<file path="src/rtl/core/sem_pkg.sv">
// shared types and constants of the sobel edge magnitude block
// no dependencies
package sem_pkg;

    localparam int PIX_W     = 8;
    localparam int SUM_W     = 30;
    localparam int CFG_W     = 12;
    localparam int CFG_IDX_W = 1;

    localparam logic [CFG_W-1:0]  CFG_SIZE_RESET = 12'd2048;
    localparam logic [PIX_W-1:0]  EDGE_MAX       = 8'd255;
    localparam logic [SUM_W-1:0]  SUM_MAX        = 30'h3FFF_FFFF;

    // queue between front and back, and result queue
    localparam int MQ_DEPTH = 4;
    localparam int MQ_CNT_W = $clog2(MQ_DEPTH + 1);
    localparam int MQ_OCC_W = MQ_CNT_W + 1;
    localparam int OQ_DEPTH = 4;
    localparam int OQ_CNT_W = $clog2(OQ_DEPTH + 1);
    localparam int OQ_OCC_W = OQ_CNT_W + 1;

    typedef enum logic [CFG_IDX_W-1:0] {
        CFG_IMAGE_WIDTH  = 1'b0,
        CFG_IMAGE_HEIGHT = 1'b1
    } t_cfg_idx;

    // [row*3 + col], row 0 oldest, col 2 newest
    typedef logic [8:0][PIX_W-1:0] t_window;

    typedef struct packed {
        logic    clr;   // sum restarts before this item
        logic    last;
        t_window win;
    } t_win_item;

    typedef struct packed {
        logic [PIX_W-1:0] edge_value;
        logic             last_of_frame;
        logic [SUM_W-1:0] frame_sum;
    } t_result;

endpackage

</file>
<file path="src/rtl/core/sem_back.sv">
// back part: sobel gradients, saturated l1 magnitude and frame sum
// depends on sem_pkg
module sem_back
    import sem_pkg::*;
(
    input  logic                i_clk,
    input  logic                i_rst_n,
    input  logic                i_q_empty,
    input  t_win_item           i_item,
    output logic                o_q_pop,
    input  logic [OQ_CNT_W-1:0] i_oq_count,
    output logic                o_res_push,
    output t_result             o_res
);

    localparam int SW  = PIX_W + 2;
    localparam int MW  = SW + 1;
    localparam int SXW = SUM_W + 1;

    logic [SW-1:0]        gx_pos;
    logic [SW-1:0]        gx_neg;
    logic [SW-1:0]        gy_pos;
    logic [SW-1:0]        gy_neg;
    logic signed [SW:0]   gx;
    logic signed [SW:0]   gy;

    logic                 r_b1_valid;
    logic signed [SW:0]   r_b1_gx;
    logic signed [SW:0]   r_b1_gy;
    logic                 r_b1_last;
    logic                 r_b1_clr;

    logic [SW-1:0]        ax;
    logic [SW-1:0]        ay;
    logic [MW-1:0]        mag;
    logic [PIX_W-1:0]     edge_sat;

    logic                 r_b2_valid;
    logic [PIX_W-1:0]     r_b2_edge;
    logic                 r_b2_last;
    logic                 r_b2_clr;

    logic [SUM_W-1:0]     r_sum;
    logic [SUM_W-1:0]     sum_base;
    logic [SXW-1:0]       sum_wide;
    logic [SUM_W-1:0]     sum_sat;
    logic [OQ_OCC_W-1:0]  occ;

    // pop only with room for everything still in the two stages
    assign occ = OQ_OCC_W'(i_oq_count) + OQ_OCC_W'(r_b1_valid) + OQ_OCC_W'(r_b2_valid);
    assign o_q_pop = !i_q_empty && (occ < OQ_OCC_W'(OQ_DEPTH));

    assign gx_pos = SW'(i_item.win[2]) + {1'b0, i_item.win[5], 1'b0} + SW'(i_item.win[8]);
    assign gx_neg = SW'(i_item.win[0]) + {1'b0, i_item.win[3], 1'b0} + SW'(i_item.win[6]);
    assign gy_pos = SW'(i_item.win[6]) + {1'b0, i_item.win[7], 1'b0} + SW'(i_item.win[8]);
    assign gy_neg = SW'(i_item.win[0]) + {1'b0, i_item.win[1], 1'b0} + SW'(i_item.win[2]);
    assign gx = $signed({1'b0, gx_pos}) - $signed({1'b0, gx_neg});
    assign gy = $signed({1'b0, gy_pos}) - $signed({1'b0, gy_neg});

    assign ax = r_b1_gx[SW] ? SW'(-r_b1_gx) : SW'(r_b1_gx);
    assign ay = r_b1_gy[SW] ? SW'(-r_b1_gy) : SW'(r_b1_gy);
    assign mag = MW'(ax) + MW'(ay);
    assign edge_sat = (mag > MW'(EDGE_MAX)) ? EDGE_MAX : mag[PIX_W-1:0];

    assign sum_base = r_b2_clr ? '0 : r_sum;
    assign sum_wide = SXW'(sum_base) + SXW'(r_b2_edge);
    assign sum_sat  = sum_wide[SUM_W] ? SUM_MAX : sum_wide[SUM_W-1:0];

    always_ff @(posedge i_clk) begin
        if (!i_rst_n) begin
            r_b1_valid <= 1'b0;
            r_b2_valid <= 1'b0;
            r_sum      <= '0;
        end else begin
            r_b1_valid <= o_q_pop;
            r_b2_valid <= r_b1_valid;
            if (r_b2_valid) begin
                r_sum <= sum_sat;
            end
        end
    end

    always_ff @(posedge i_clk) begin
        if (o_q_pop) begin
            r_b1_gx   <= gx;
            r_b1_gy   <= gy;
            r_b1_last <= i_item.last;
            r_b1_clr  <= i_item.clr;
        end
        if (r_b1_valid) begin
            r_b2_edge <= edge_sat;
            r_b2_last <= r_b1_last;
            r_b2_clr  <= r_b1_clr;
        end
    end

    assign o_res_push          = r_b2_valid;
    assign o_res.edge_value    = r_b2_edge;
    assign o_res.last_of_frame = r_b2_last;
    assign o_res.frame_sum     = sum_sat;

endmodule

</file>
<file path="config.mk">
export PLATFORM = sky130hd
export DESIGN_NAME = sem_back
export DESIGN_NICKNAME = d
export VERILOG_FILES = /design/src/rtl/core/sem_pkg.sv /design/src/rtl/core/sem_back.sv
export SDC_FILE = /design/constraint.sdc
export NUM_CORES = 1
export LEC_CHECK = 0
export ABC_AREA = 1
export BUFFER_PORTS_ARGS = -buffer_cell sky130_fd_sc_hd__buf_2
export CAP_MARGIN = 10
export CORE_MARGIN = 2
export CORE_UTILIZATION = 30
export CTS_BUF_LIST = sky130_fd_sc_hd__clkbuf_2
export CTS_CLUSTER_SIZE = 8
export DETAILED_ROUTE_END_ITERATION = 8
export GPL_ROUTABILITY_DRIVEN = 0
export PLACE_DENSITY = 0.49
export SETUP_SLACK_MARGIN = 0.15
export SLEW_MARGIN = 20
export SYNTH_ARGS = -nofsm -noshare
export SYNTH_HDL_FRONTEND = slang
export SYNTH_SLANG_ARGS = --single-unit
</file>
<file path="constraint.sdc">
create_clock -name i_clk -period 4.1 [get_ports i_clk]
set_input_delay 0.615 -clock i_clk [delete_from_list [all_inputs] [get_ports i_clk]]
set_output_delay 0.615 -clock i_clk [all_outputs]
set_load 0.01 [all_outputs]
</file>
==> results by group <==
Hold path
  • Hold crit path type: in -> reg
  • Hold Path Cell Cnt: 2

Timing
  • Setup TNS Final: 0 ps
  • Fin. Hold Viols: 0
  • Final setup vio count: 0
  • Worst-margin pin slew: 739.8 ps
  • Fin crit period: 3735 ps
  • Slew Viols, Final: 0
  • Slew HR: 0.5037
  • Clock Skews: 15.63 ps
  • Worst setup slack after layout: 364.8 ps
  • Tcrit/Tclk final: 0.9110
  • RSZ-0062 raised after global routing: no
  • Fmax: 267.7 MHz

Routing
  • Drt wl/cell: 12.23 µm
  • Routed via count: 6135
  • First-pass detailed-route iteration total: 4
  • WL final: 17490 µm
  • Antenna Violating Nets Remaining: 0
  • Initial DRC Count: 266
  • Post-DR vias/cell: 4.290
  • Residual DRC: 0

Synthesis
  • Net count after synthesis: 1167
  • Sequential-to-total area share from yosys stat: 0.2252
  • Area leader, netlist: fa_1
  • Cell variety after synth: 41
  • Mapped cell area: 7378 µm²
  • Mapped Cells: 978
  • #FFs+latches synth: 66
  • Top cells by area, synth: fa_1 (17%), edfxtp_1 (14%), inv_1 (12%)
  • Syn avg cell area: 7.544 µm²
  • Top-area cell type share of the netlist area: 0.1736
  • Synth warnings: 0

Clock tree
  • Clk sinks: 66
  • TritonCTS buffer count: 9
  • CTS tree: built
  • Clk root buf: clkbuf_2
  • CTS clk-pin slew, worst paths: 210 ps
  • Worst-Skew Late Latency: 590 ps
  • # H-tree levels: 3
  • Clock tree buffer depth: 2

Die
  • Die ar.: 25860 µm²
  • Initial Utilization: 0.3043
  • I/O Pins: 121
  • Std-Cell Rows: 57
  • Chip width: 160.8 µm
  • Core ar.: 24250 µm²
  • Die Span Y: 160.8 µm

Finish
  • Most common cell after layout, fill and taps aside: inv_1
  • Most frequent cells in the layout: inv_1 (234), nand2_1 (179), buf_2 (112)
  • Area grow syn2layout: 15.04%
  • Nets: 1288
  • Post-Layout Inst Area: 8488 µm²
  • Fraction of layout cells with a size suffix above 1: 0.1911

Global route
  • Largest net degree at the start of global routing: 37
  • Gr usage total: 0.1422
  • Number of global-route vias before repair: 6326
  • First-pass GRT wire length: 29990 µm
  • Gr ovfl total: 0
  • Initial antenna violation count: 2

Placed design
  • IO buf count: 112
  • Pre-CTS WS: 136.5 ps
  • Dpl hpwl: 14550 µm
  • Placement Cell Area: 8298 µm²

Power
  • PD cells: 454.5 nW/µm²
  • Leak pwr: 4.415 nW
  • Worst VDD drop: 0.1942 mV

Setup path
  • Nature of the critical path startpoint: register
  • Reg2Reg Depth: 15
  • Setup CP Type: reg -> out
  • WP data required: 3480 ps
  • Worst-path fanout max: 16
  • Critical Path End Type: output pin
  • Reg-to-reg slack, setup: 980 ps
  • Critical Path AT: 3120 ps

Status
  • Status: finished, final reports clean

Run
  • MaxCap Viol Count: 0
==> final timing paths <==
| path | start | end |
|---|---|---|
| worst min-delay path | i_q_empty | r_b1_valid |
| worst min register to register | r_b1_last | r_b2_last |
| worst max register to register | r_b1_gx[0] | r_b2_edge[2] |
| worst max-delay path | r_b2_clr | o_res[2] |
==> timing repair <==
item / in CTS / in global routing
pin swaps: 0 / 3
buffers inserted: 1 / 2
gates cloned: 0 / 1
setup endpoints to repair: 29 / 19
hold buffers: 0 / 0
resized for setup: 1 / 6
==> worst max-delay path, stage by stage, from the launching register on <==
cell      delay (ps)
edfxtp_1         550
buf_4            230
inv_12            50
nand2_1           70
fa_1             450
inv_2            100
nand3_1           60
nand2_1           90
nand2_1           50
nand2_1           90
nand2_1          120
nand2_4          140
nand2_8          130
o21ai_0          190
buf_2            210
==> per-stage QoR <==
| step | utilization | hold slack (ps) | power, mW | std cells |
|---|---|---|---|---|
| 6_report | 0.3501 | 177.5 | 3.858 | 1430 |
| 4_1_cts | 0.3479 | 144.0 | 3.931 | 1425 |
| 3_3_place_gp | 0.3422 | 401.5 | 3.467 | 1408 |
| 3_5_place_dp | 0.3422 | 405.2 | 3.484 | 1408 |
| 5_1_grt | 0.3499 | 129.3 | 4.340 | 1429 |
| 2_1_floorplan | - | 400.3 | 2.911 | 978 |
==> kinds of logic (layout without fill, tap and decap cells) <==
family | Yosys count | count (layout) | synth area share
fa+ha+maj | 109 | 109 | 0.2500
flops | 66 | 66 | 0.2252
simple gates | 408 | 409 | 0.2645
buf+inv | 258 | 383 | 0.1419
compound gates | 95 | 95 | 0.06851
xor+xnor | 42 | 42 | 0.04986
other cells | 0 | 2 | 0
==> area by class of cell <==
| type | instances | area (µm²) |
|---|---|---|
| diodes | 2 | 5.005 |
| flip-flops and latches | 66 | 1662 |
| fillers | 2681 | 15760 |
| multi-input cells | 655 | 4712 |
| well taps | 324 | 405.4 |
| clock buffers | 9 | 45.04 |
| inverters | 242 | 920.9 |
| clock inverters | 7 | 76.32 |
| repair buffers | 125 | 661.9 |
==> state kept, by name, summed over array words and instances, names as in the netlist <==
signal      flops
r_b1_gx        11
r_b1_valid      1
r_sum          30
r_b2_last       1
r_b2_clr        1
o_res_push      1
r_b1_gy        11
r_b2_edge       8
r_b1_clr        1
r_b1_last       1
==> power by group <==
group / switching (mW) / internal, mW / leakage [nW] / total [mW]
sequential: 0.0884 / 0.941 / 0.579 / 1.03
combinational: 1.40 / 0.996 / 3.77 / 2.40
clock: 0.282 / 0.146 / 0.0710 / 0.429
==> routing by layer <==
| layer | up-vias | GRT usage | wire [µm] |
|---|---|---|---|
| met5 | - | 0 | 0 |
| met4 | 0 | 0.03571 | 269 |
| met3 | 17 | 0.02893 | 863 |
| met2 | 111 | 0.2447 | 8068 |
| met1 | 2764 | 0.1831 | 8289 |
| li1 | 3243 | - | - |
==> cell usage after synthesis <==
master    instances
nor2_2           22
nand2_2          12
buf_8             1
fa_1             64
a31oi_1           2
o221ai_1          1
nor2_1           93
clkinv_1          2
buf_12            2
buf_6             2
o21ai_0          31
nand4_1          15
o21ai_1           7
a21o_1            1
buf_2             3
inv_1           235
nand3_1          54
nand3b_1          2
edfxtp_1         34
or2_2             1
nor2_4            5
o31ai_1           1
a21oi_1          45
nor3_1            5
xnor2_1          10
o211ai_1          5
o21ai_2           1
buf_1             2
xor2_1           32
ha_1             45
inv_12            1
nand2_1         179
buf_4             1
nand2_4           2
clkbuf_1          5
inv_2             4
nand3_4           7
nor4_1            1
o21a_1            1
nand3_2          10
dfxtp_1          32
No activity file was read; power rests on OpenSTA's default activity.
