**src/rtl/core/sem_fifo.sv**
```systemverilog
// small register queue with occupancy count
// depends on nothing but its parameters
module sem_fifo #(
    parameter int WIDTH = 8,
    parameter int DEPTH = 4
) (
    input  logic                         i_clk,
    input  logic                         i_rst_n,
    input  logic                         i_push,
    input  logic [WIDTH-1:0]             i_data,
    input  logic                         i_pop,
    output logic [WIDTH-1:0]             o_data,
    output logic                         o_empty,
    output logic [$clog2(DEPTH+1)-1:0]   o_count
);

    localparam int PW = (DEPTH > 1) ? $clog2(DEPTH) : 1;
    localparam int CW = $clog2(DEPTH + 1);

    logic [WIDTH-1:0] r_mem [DEPTH];
    logic [PW-1:0]    r_wr;
    logic [PW-1:0]    r_rd;
    logic [CW-1:0]    r_count;
    logic             do_pop;

    assign do_pop = i_pop && (r_count != '0);

    always_ff @(posedge i_clk) begin
        if (!i_rst_n) begin
            r_wr    <= '0;
            r_rd    <= '0;
            r_count <= '0;
        end else begin
            if (i_push) begin
                r_wr <= (r_wr == PW'(DEPTH - 1)) ? '0 : r_wr + PW'(1);
            end
            if (do_pop) begin
                r_rd <= (r_rd == PW'(DEPTH - 1)) ? '0 : r_rd + PW'(1);
            end
            case ({i_push, do_pop})
                2'b10:   r_count <= r_count + CW'(1);
                2'b01:   r_count <= r_count - CW'(1);
                default: r_count <= r_count;
            endcase
        end
    end

    always_ff @(posedge i_clk) begin
        if (i_push) begin
            r_mem[r_wr] <= i_data;
        end
    end

    assign o_data  = r_mem[r_rd];
    assign o_empty = (r_count == '0);
    assign o_count = r_count;

endmodule

```
**config.mk**
```make
export PLATFORM = sky130hd
export DESIGN_NAME = sem_fifo
export DESIGN_NICKNAME = d
export VERILOG_FILES = /design/src/rtl/core/sem_fifo.sv
export SDC_FILE = /design/constraint.sdc
export NUM_CORES = 1
export LEC_CHECK = 0
export BUFFER_PORTS_ARGS = -buffer_cell sky130_fd_sc_hd__clkbuf_2
export CAP_MARGIN = 20
export CORE_MARGIN = 5
export CORE_UTILIZATION = 27
export DETAILED_ROUTE_END_ITERATION = 8
export HOLD_SLACK_MARGIN = 0.08
export PLACE_DENSITY = 0.48
export SYNTH_ARGS = -nofsm -noshare
export SYNTH_HDL_FRONTEND = slang
export SYNTH_SLANG_ARGS = --single-unit
```
**constraint.sdc**
```tcl
create_clock -name i_clk -period 2.9 [get_ports i_clk]
set_clock_uncertainty 0.05 [all_clocks]
set_input_delay 0.29 -clock i_clk [delete_from_list [all_inputs] [get_ports i_clk]]
set_output_delay 0.29 -clock i_clk [all_outputs]
set_load 0.03 [all_outputs]
```
==> flow_summary.ini, run 1 <==
[yosys]
synthSimpleGateAreaFrac_pct = 5.77
synth_xor_area_share_pct = 1.08
synth_fa_ha_area_share_pct = 5.85
synth_area_leaders = edfxtp_1 (59%), dfxtp_1 (11%), mux4_2 (11%)
synth_mux_area_share_pct = 11.7
yosysWarnings = 0
ys_ff_latch = 41
netlist_instances = 92
syn_area_sq_um = 1630
synth_cell_types = 23
seq_area_frac_synth_pct = 70.2
synth_top_area_share_pct = 59.1
yosysTopAreaCell = edfxtp_1
synth_nets = 111
syn_avg_cell_area_sq_um = 17.7
synth_compound_area_share_pct = 2.77
synth_top_family_by_area = multiplexers

[layout]
layout_common_cells = edfxtp_1 (32), clkbuf_2 (23), dfxtp_1 (9), mux4_2 (8), inv_1 (7)
post-route-util_pct = 32.8
fin_cells = 196
antenna_cells = 0
fin_nets = 139
drive_gt1_share_pct = 32.2
layout_commonest_cell = edfxtp_1
syn2layout_area_growth_pct = 18.6

[critical_path]
reg2reg_from = o_count[0]$_SDFFE_PN0P_
cp.required_ns = 2.56
worst-setup-path-type = register to output port
r2r_end = o_count[2]$_SDFFE_PN0P_
rr_worst_depth = 8
cp_max_fo = 8
cp-end-kind = output port
cp-start-kind = register
arrival_ns = 1.74
reg2reg_slack_ns = 0.95

[place]
io_buffers = 23
place_congestion = 0.698
dp_cells = 188

[floorplanning]
rows = 28
die-area_sq_um = 7670
initial_utilization_pct = 27.6
core_area_sq_um = 5890
die_w_um = 87.6
ios = 24
die_h_um = 87.6

[timing]
hold_violations = 0
grt_setup_unrepaired = false
fmax_ghz = 0.481
min_period_ns = 2.08
setup_viol = 0
timing.hold.ws_ns = 0.166
maxSlewHeadroom_pct = 62.5
fin_tns_setup_ns = 0
drv_slew = 0
tightest_slew_ns = 0.562
finalCritPeriodShare_pct = 71.7

[flow_run]
drv_cap = 0

[grt]
grt_pass1_vias = 904
gr-total-overflow = 0
track_usage_pct = 8.01
antenna_found_initial = 0
grt_pass1_wl_mm = 4.41
grt_max_degree = 14

[drt]
viasPerCell = 4.21
drt-initial-drc-count = 43
routedWlPerCell_um = 13.9
dr_total_vias = 826
drc = 0
drt_wl_total_mm = 2.73
dr.pass1.iters = 4
final_antenna_net_count = 0

[worst_hold_path]
hold_path_class = primary input to register
holdPathStages = 1
hold_end = r_mem[2][2]$_DFFE_PP_
hp-start = i_data[2]

[cts]
root_buffer = clkbuf_8
clk_path_buf_depth = 2
numCtsBuffers = 5
ctsResizeCount = 0
clock_latency_ns = 0.29
hold_buffers = 0
tritoncts = done
clk_pin_slew_ns = 0.07
htree_levels = 2
cts_setup_buffers = 0
clock-sinks = 41

[power]
p_leak_nw = 0.689
p_per_area_nw_per_um2 = 835
totalPowerFinal_w = 0.00161
peakVddDrop_mv = 0.385

[outcome]
run_status = completed
[through the flow]
stage / area (sq um) / setup slack [ns]
final: 1930 / 0.822
after global routing: 1930 / 0.646
after CTS: 1930 / 0.738
after detailed placement: 1820 / 0.979
after global placement: 1820 / 1.04
after floorplan: 1630 / 0.864
[critical path, stage by stage, from the launching register on]
cell and delay, ns:
dfxtp_1 0.68, mux4_2 0.58, clkbuf_2 0.20
[final cells by class]
type                    count  area [sq um]
flip-flops and latches     41          1140
inverters                   7          26.3
clock inverters             3          41.3
well taps                  75          93.8
repair buffers             23           115
multi-input cells          42           442
fillers                   581          3960
clock buffers               5          68.8
[how the worst max path moves through the flow]
stage / start / end
finish: register / o_data[0]
global route: register / o_data[6]
CTS: register / o_data[3]
detailed placement: o_count[0]$_SDFFE_PN0P_ / o_count[2]$_SDFFE_PN0P_
global placement: o_count[0]$_SDFFE_PN0P_ / o_count[2]$_SDFFE_PN0P_
floorplan: o_count[1]$_SDFFE_PN0P_ / o_count[2]$_SDFFE_PN0P_
[cell usage after synthesis]
cell type and instances:
edfxtp_1 32, dfxtp_1 9, mux4_2 8, inv_1 7, and2_1 6, ha_1 6, o21ai_0 4, nand2_1 3
nand3_1 2, nor2b_1 2, a21boi_1 1, a21oi_1 1, buf_6 1, clkbuf_2 1, fa_1 1, mux2i_1 1
nor2_1 1, nor3_1 1, nor3b_1 1, o31ai_2 1, or3_1 1, xnor2_1 1, xor2_1 1
[layer usage]
| layer | vias to the layer above | track usage [%] | part of all wire [%] |
|---|---|---|---|
| met5 | - | 0 | 0 |
| met4 | 0 | 3.35 | 1.4 |
| met3 | 6 | 3.95 | 6.7 |
| met2 | 23 | 12.5 | 47 |
| met1 | 401 | 9.44 | 45 |
| li1 | 396 | - | - |
[registers in the layout (all words and copies together) (netlist names), named ones only]
register and flops:
o_count 3, r_mem 32, r_rd 2, r_wr 2
[cell families (layout without fill, tap and decap cells)]
logic type | after synthesis | count (layout)
compound gates | 7 | 7
mux | 9 | 9
fa+ha+maj | 7 | 7
flops | 41 | 41
buf+inv | 9 | 38
simple gates | 17 | 17
xor+xnor | 2 | 2
[power by group]
group | total (W) | switching, W | internal (W)
Sequential | 0.000753 | 0.0000669 | 0.000686
Combinational | 0.000416 | 0.000247 | 0.000169
Clock | 0.000440 | 0.000187 | 0.000253
Total | 0.00161 | 0.000501 | 0.00111
Power figures use the tool's default switching activity.
==> inputs of run 2 (changes only) <==
- ABC_AREA: unset -> 1
- PLACE_DENSITY: 0.48 -> 0.49
- clock period: 2.9 -> 1.9 ns (I/O delays scaled with it)
==> run 2 against run 1 <==
Net effect:
- worst hold slack worse by 0.017 ns
- global-route usage up 0.80 points
- clock power up 24%
- final cell count up 29%
- via count up 31%
- clock-buffer cell count unchanged
- core utilization up 1.5 points
- routed wire length up 14%
- sequential share of layout area down 3.4 points
- total power up 50%
- non-clock buffer count up 9
- design area up 6.5%
- highest routed layer unchanged
==> flow_summary.ini, run 2 <==
[place]
placed_cell_area_sq_um = 1880
io_buffers = 23
hpwlAfterDp_mm = 2.11
place_congestion = 0.767

[layout]
antenna_cells = 0
largest_register_ffs = 32
syn2layout_area_growth_pct = 22.6
multi_input_area_sq_um = 453
layout_common_cells = edfxtp_1 (32), clkbuf_2 (23), nor2_1 (17), o21ai_0 (16), inv_1 (15)
max_flop_register = r_mem
drive_gt1_share_pct = 26.0
fin_nets = 195
nFillCells = 595
final_cell_area_sq_um = 2050
ff_latch_area_sq_um = 1150
layout_commonest_cell = edfxtp_1

[yosys]
syn_avg_cell_area_sq_um = 12.1
synthTopCellsByCount = edfxtp_1 (32), inv_1 (18), nor2_1 (17), o21ai_0 (16), nand2_1 (10)
synth_nets = 158
synth_area_leaders = edfxtp_1 (57%), dfxtp_1 (11%), o21ai_0 (4.8%)
ys_ff_latch = 41
synth_edf_count = 32
seq_area_frac_synth_pct = 68.1
synth_most_common_cell = edfxtp_1
postSynth.asyncResetShare_pct = 0
synth_ff_type = edfxtp_1
syn_area_sq_um = 1680
yosysTopAreaCell = edfxtp_1
netlist_instances = 139
yosysWarnings = 0
synth_top_area_share_pct = 57.4
synth_cell_types = 19

[floorplanning]
die_w_um = 88.8
core_area_sq_um = 5990
die_h_um = 88.8
ios = 24
rows = 28
die-area_sq_um = 7880
initial_utilization_pct = 28.0

[grt]
track_usage_pct = 8.81
grt_max_degree = 17
grt_pass1_wl_mm = 5.08
grt_pass1_vias = 1078
gr-total-overflow = 0
antenna_found_initial = 0

[power]
totalPowerFinal_w = 0.00242
peakVddDrop_mv = 0.543
p_per_area_nw_per_um2 = 1180
p_leak_nw = 0.833

[outcome]
run_status = completed

[cts]
cts_setup_buffers = 0
numCtsBuffers = 5
clk_path_buf_depth = 2
tritoncts = done
root_buffer = clkbuf_8
clk_pin_slew_ns = 0.07
clock_latency_ns = 0.28
clock-sinks = 41
htree_levels = 2

[flow_run]
drv_cap = 0

[drt]
drt-initial-drc-count = 33
drc = 0
dr_total_vias = 1080
final_antenna_net_count = 0
viasPerCell = 4.29
routedWlPerCell_um = 12.3
dr.pass1.iters = 4
drt_wl_total_mm = 3.10

[critical_path]
r2r_end = o_count[2]$_SDFFE_PN0P_
cp_max_fo = 16
cp.required_ns = 1.66
arrival_ns = 1.50
rr_worst_depth = 13
reg2reg_from = o_count[2]$_SDFFE_PN0P_
reg2reg_slack_ns = 0.16
cp-end-kind = output port
cp-start-kind = register
worst-setup-path-type = register to output port

[timing]
min_period_ns = 1.74
grt_setup_unrepaired = false
drv_slew = 0
maxSlewHeadroom_pct = 75.0
fmax_ghz = 0.575
hold_violations = 0
setup_viol = 0
fin_tns_setup_ns = 0
tightest_slew_ns = 0.374
finalCritPeriodShare_pct = 91.6

[worst_hold_path]
hp-start = i_rst_n
hold_path_class = primary input to register
hold_end = o_count[2]$_SDFFE_PN0P_
holdPathStages = 3
-- run 2: cell count changes after synthesis, moves of 3 or more --
cell / before / now
nor2_1: 1 / 17
o21ai_0: 4 / 16
inv_1: 7 / 18
mux4_2: 8 / 0
o22ai_1: 0 / 8
nand2_1: 3 / 10
and2_1: 6 / 0
a21oi_1: 1 / 5
nor2_2: 0 / 3
-- run 2: final cells by class --
class	instances	share of cell area [%]
well taps	75	4.57
clock inverters	3	0.853
clock buffers	5	3.35
repair buffers	32	9.87
flip-flops and latches	41	55.8
inverters	19	3.47
multi-input cells	77	22.1
-- run 2: worst max path at each step --
stage | slack [ns] | to | startpoint
3_3_place_gp | 0.20 | o_count[2]$_SDFFE_PN0P_ | o_count[0]$_SDFFE_PN0P_
5_1_grt | 0.01 | o_data[6] | register
2_1_floorplan | 0.05 | o_count[2]$_SDFFE_PN0P_ | o_count[0]$_SDFFE_PN0P_
4_1_cts | 0.03 | o_data[6] | register
6_report | 0.16 | o_data[6] | register
3_5_place_dp | 0.13 | o_count[2]$_SDFFE_PN0P_ | o_count[0]$_SDFFE_PN0P_
-- run 2: report_power, final --
| part | switching, W | total (W) | internal [W] |
|---|---|---|---|
| combinational | 0.000528 | 0.000763 | 0.000236 |
| clock | 0.000291 | 0.000544 | 0.000254 |
| sequential | 0.0000635 | 0.00111 | 0.00105 |
| total | 0.000882 | 0.00242 | 0.00154 |
-- run 2: per-layer routing --
metal  up-vias  track usage, %  part of all wire [%]
met3         6            3.26                   6.0
met4         0            3.30                   1.3
met1       497            10.7                    47
li1        555               -                     -
met5         -               0                     0
met2        22            14.2                    46
-- run 2: worst max-delay path: stages, from the launching register on --
cell	delay (ns)
dfxtp_2	0.39
inv_2	0.28
o21ai_0	0.14
o22ai_1	0.17
clkbuf_2	0.24
-- run 2: stage by stage --
stage	utilization, %	cells	worst slack [ns]	hold slack [ns]
after floorplan	-	139	0.0484	0.239
after global placement	31.3	236	0.202	0.367
after detailed placement	31.3	236	0.128	0.369
after CTS	34.1	252	0.0295	0.150
after global routing	34.3	252	0.0135	0.169
final	34.3	252	0.160	0.149
-- run 2: cells by family (layout without fill, tap and decap cells) --
kind of cell             after synthesis  after routing  share of synthesized area [%]
adder cells (fa/ha/maj)                7              7                           5.68
buffers and inverters                 21             59                           5.60
AND/OR/NAND/NOR                       36             36                           9.11
flip-flops                            41             41                           68.1
AO/OA/AOI/OAI                         34             34                           11.5
-- run 2: repair_timing --
action	in CTS	in global routing
hold buffers	8	0
setup endpoints to repair	0	8
endpoints found under the hold margin	32	0
gates resized for setup	0	4
==> inputs of run 3 (changes only) <==
- CORE_UTILIZATION: 27 -> 50
- PLACE_DENSITY: 0.49 -> 0.71
==> run 3 against run 2 <==
Net effect:
- sequential power is essentially flat
- clock power fell by 28%
- combinational power grew 1%
- final cell count fell by 11%
- routed wire length down 3.1%
- worst setup slack gained 0.0040 ns
- first-iteration DRC count is 91% higher
- critical path depth up 8
- register-to-register slack about the same
- critical endpoint is now o_count[2]$_SDFFE_PN0P_
- highest routed layer unchanged
==> flow_summary.ini, run 3 (synthesis gave the netlist of run 2 again) <==
[timing]
setup_viol = 0
min_period_ns = 1.74
finalCritPeriodShare_pct = 91.3
fin_tns_setup_ns = 0
tightest_slew_ns = 0.379
drv_slew = 0
timing.hold.ws_ns = 0.140
hold_violations = 0
grt_setup_unrepaired = false
maxSlewHeadroom_pct = 74.7
fmax_ghz = 0.576

[grt]
gr-total-overflow = 0
grt_pass1_wl_mm = 5.05
antenna_found_initial = 0
grt_max_degree = 17
grt_pass1_vias = 1095
track_usage_pct = 15.7

[layout]
fin_nets = 196
layout_commonest_cell = edfxtp_1
largest_register_ffs = 32
layout_common_cells = edfxtp_1 (32), clkbuf_2 (23), nor2_1 (16), o21ai_0 (16), inv_1 (15)
syn2layout_area_growth_pct = 19.6
max_flop_register = r_mem
antenna_cells = 0
nFillCells = 264
drive_gt1_share_pct = 27.0

[cts]
tritoncts = done
clock-sinks = 41
clk_path_buf_depth = 2
cts_setup_buffers = 0
htree_levels = 2
root_buffer = clkbuf_4
clk_pin_slew_ns = 0.11
numCtsBuffers = 5
clock_latency_ns = 0.33

[drt]
final_antenna_net_count = 0
dr_total_vias = 1121
drc = 0
routedWlPerCell_um = 13.4
drt_wl_total_mm = 3.01
drt-initial-drc-count = 63
dr.pass1.iters = 4
viasPerCell = 5.00

[floorplanning]
die-area_sq_um = 4610
die_h_um = 67.9
rows = 21
die_w_um = 67.9
core_area_sq_um = 3280
ios = 24
initial_utilization_pct = 51.0

[critical_path]
cp.required_ns = 2.13
worst-setup-path-type = register to register
cpMostUsedCell = inv_1
crit_family = simple AND/OR/NAND/NOR gates
path_cells = inv_1 > nand3_4 > inv_2 > nor2_2 > ha_2 > inv_1 > fa_2 > nand2_1 > nand3_1 > nand2_1 > inv_1 > nor2_1
rr_worst_depth = 12
cp-end-kind = register
arrival_ns = 1.96
r2r_end = o_count[2]$_SDFFE_PN0P_
cp_max_fo = 5
reg2reg_from = o_count[2]$_SDFFE_PN0P_
cp_slowest_stage_delay_ns = 0.37
reg2reg_slack_ns = 0.16
worst_path_max_delay_cell = dfxtp_2
worst-path-buf-inv = 4
cp-start-kind = register

[power]
intPower_w = 0.00143
peakVddDrop_mv = 0.546
switchingPower_w = 0.000850
p_per_area_nw_per_um2 = 1140
p_leak_nw = 0.821
p_seq_share_pct = 49.0
switching_share_pct = 37.3
power_frac_clock_pct = 17.1
pwr-share-comb_pct = 33.9

[worst_hold_path]
hp-start = i_pop
hold_path_class = primary input to register
holdPathStages = 4

[place]
place_congestion = 0.768
io_buffers = 23
hpwlAfterDp_mm = 2.05

[outcome]
run_status = completed

[flow_run]
drv_cap = 0
[run 3: cell type report]
cell class | count | area (sq um) | share of cell area, %
Timing Repair Buffer | 33 | 213 | 10.6
Clock buffer | 5 | 37.5 | 1.87
Inverter | 19 | 73.8 | 3.69
Multi-Input combinational cell | 77 | 460 | 23.0
Sequential cell | 41 | 1150 | 57.3
Clock inverter | 3 | 12.5 | 0.625
Tap cell | 46 | 57.6 | 2.87
[run 3: worst register-to-register path: stages (launching register included)]
cell,delay (ns)
dfxtp_2,0.37
inv_1,0.08
nand3_4,0.11
inv_2,0.04
nor2_2,0.08
ha_2,0.18
inv_1,0.06
fa_2,0.34
nand2_1,0.10
nand3_1,0.08
nand2_1,0.07
inv_1,0.04
nor2_1,0.09
[run 3: per-stage QoR]
stage	util [%]	setup slack (ns)	power (W)	cells	area [sq um]
2_1_floorplan	-	0.0484	0.00167	139	1680
3_3_place_gp	56.1	0.224	0.00184	207	1840
3_5_place_dp	56.1	0.138	0.00188	207	1840
4_1_cts	60.1	0.0224	0.00228	223	1970
5_1_grt	61.0	0.00572	0.00245	224	2000
6_report	61.0	0.164	0.00228	224	2000
[run 3: power groups by stage]
stage	clock (W)	sequential, W	combinational, W
after detailed placement	0	0.00113	0.000745
after global routing	0.000440	0.00113	0.000874
after floorplan	0	0.00115	0.000518
after global placement	0	0.00113	0.000715
final	0.000390	0.00112	0.000771
after CTS	0.000407	0.00111	0.000759
[run 3: worst max-delay path by stage]
stage / depth (start not counted) / to / start
after floorplan: 13 / o_count[2]$_SDFFE_PN0P_ / o_count[0]$_SDFFE_PN0P_
after global placement: 13 / o_count[2]$_SDFFE_PN0P_ / o_count[0]$_SDFFE_PN0P_
after detailed placement: 12 / o_count[2]$_SDFFE_PN0P_ / o_count[0]$_SDFFE_PN0P_
after CTS: 4 / o_data[5] / register
after global routing: 13 / o_count[2]$_SDFFE_PN0P_ / o_count[2]$_SDFFE_PN0P_
final: 12 / o_count[2]$_SDFFE_PN0P_ / o_count[2]$_SDFFE_PN0P_
[run 3: what timing repair did]
item	4_1_cts	5_1_grt
gates resized for setup	1	9
endpoints found under the setup margin	2	6
endpoints found under the hold margin	32	1
hold buffers	8	1
[run 3: metal layers]
metal	track usage (%)	wire, um	vias up	share of wire, %
li1	-	-	563	-
met1	18.6	1220	532	41
met5	0	0	-	0
met3	6.08	131	5	4.4
met4	6.70	42	0	1.4
met2	25.6	1620	21	54
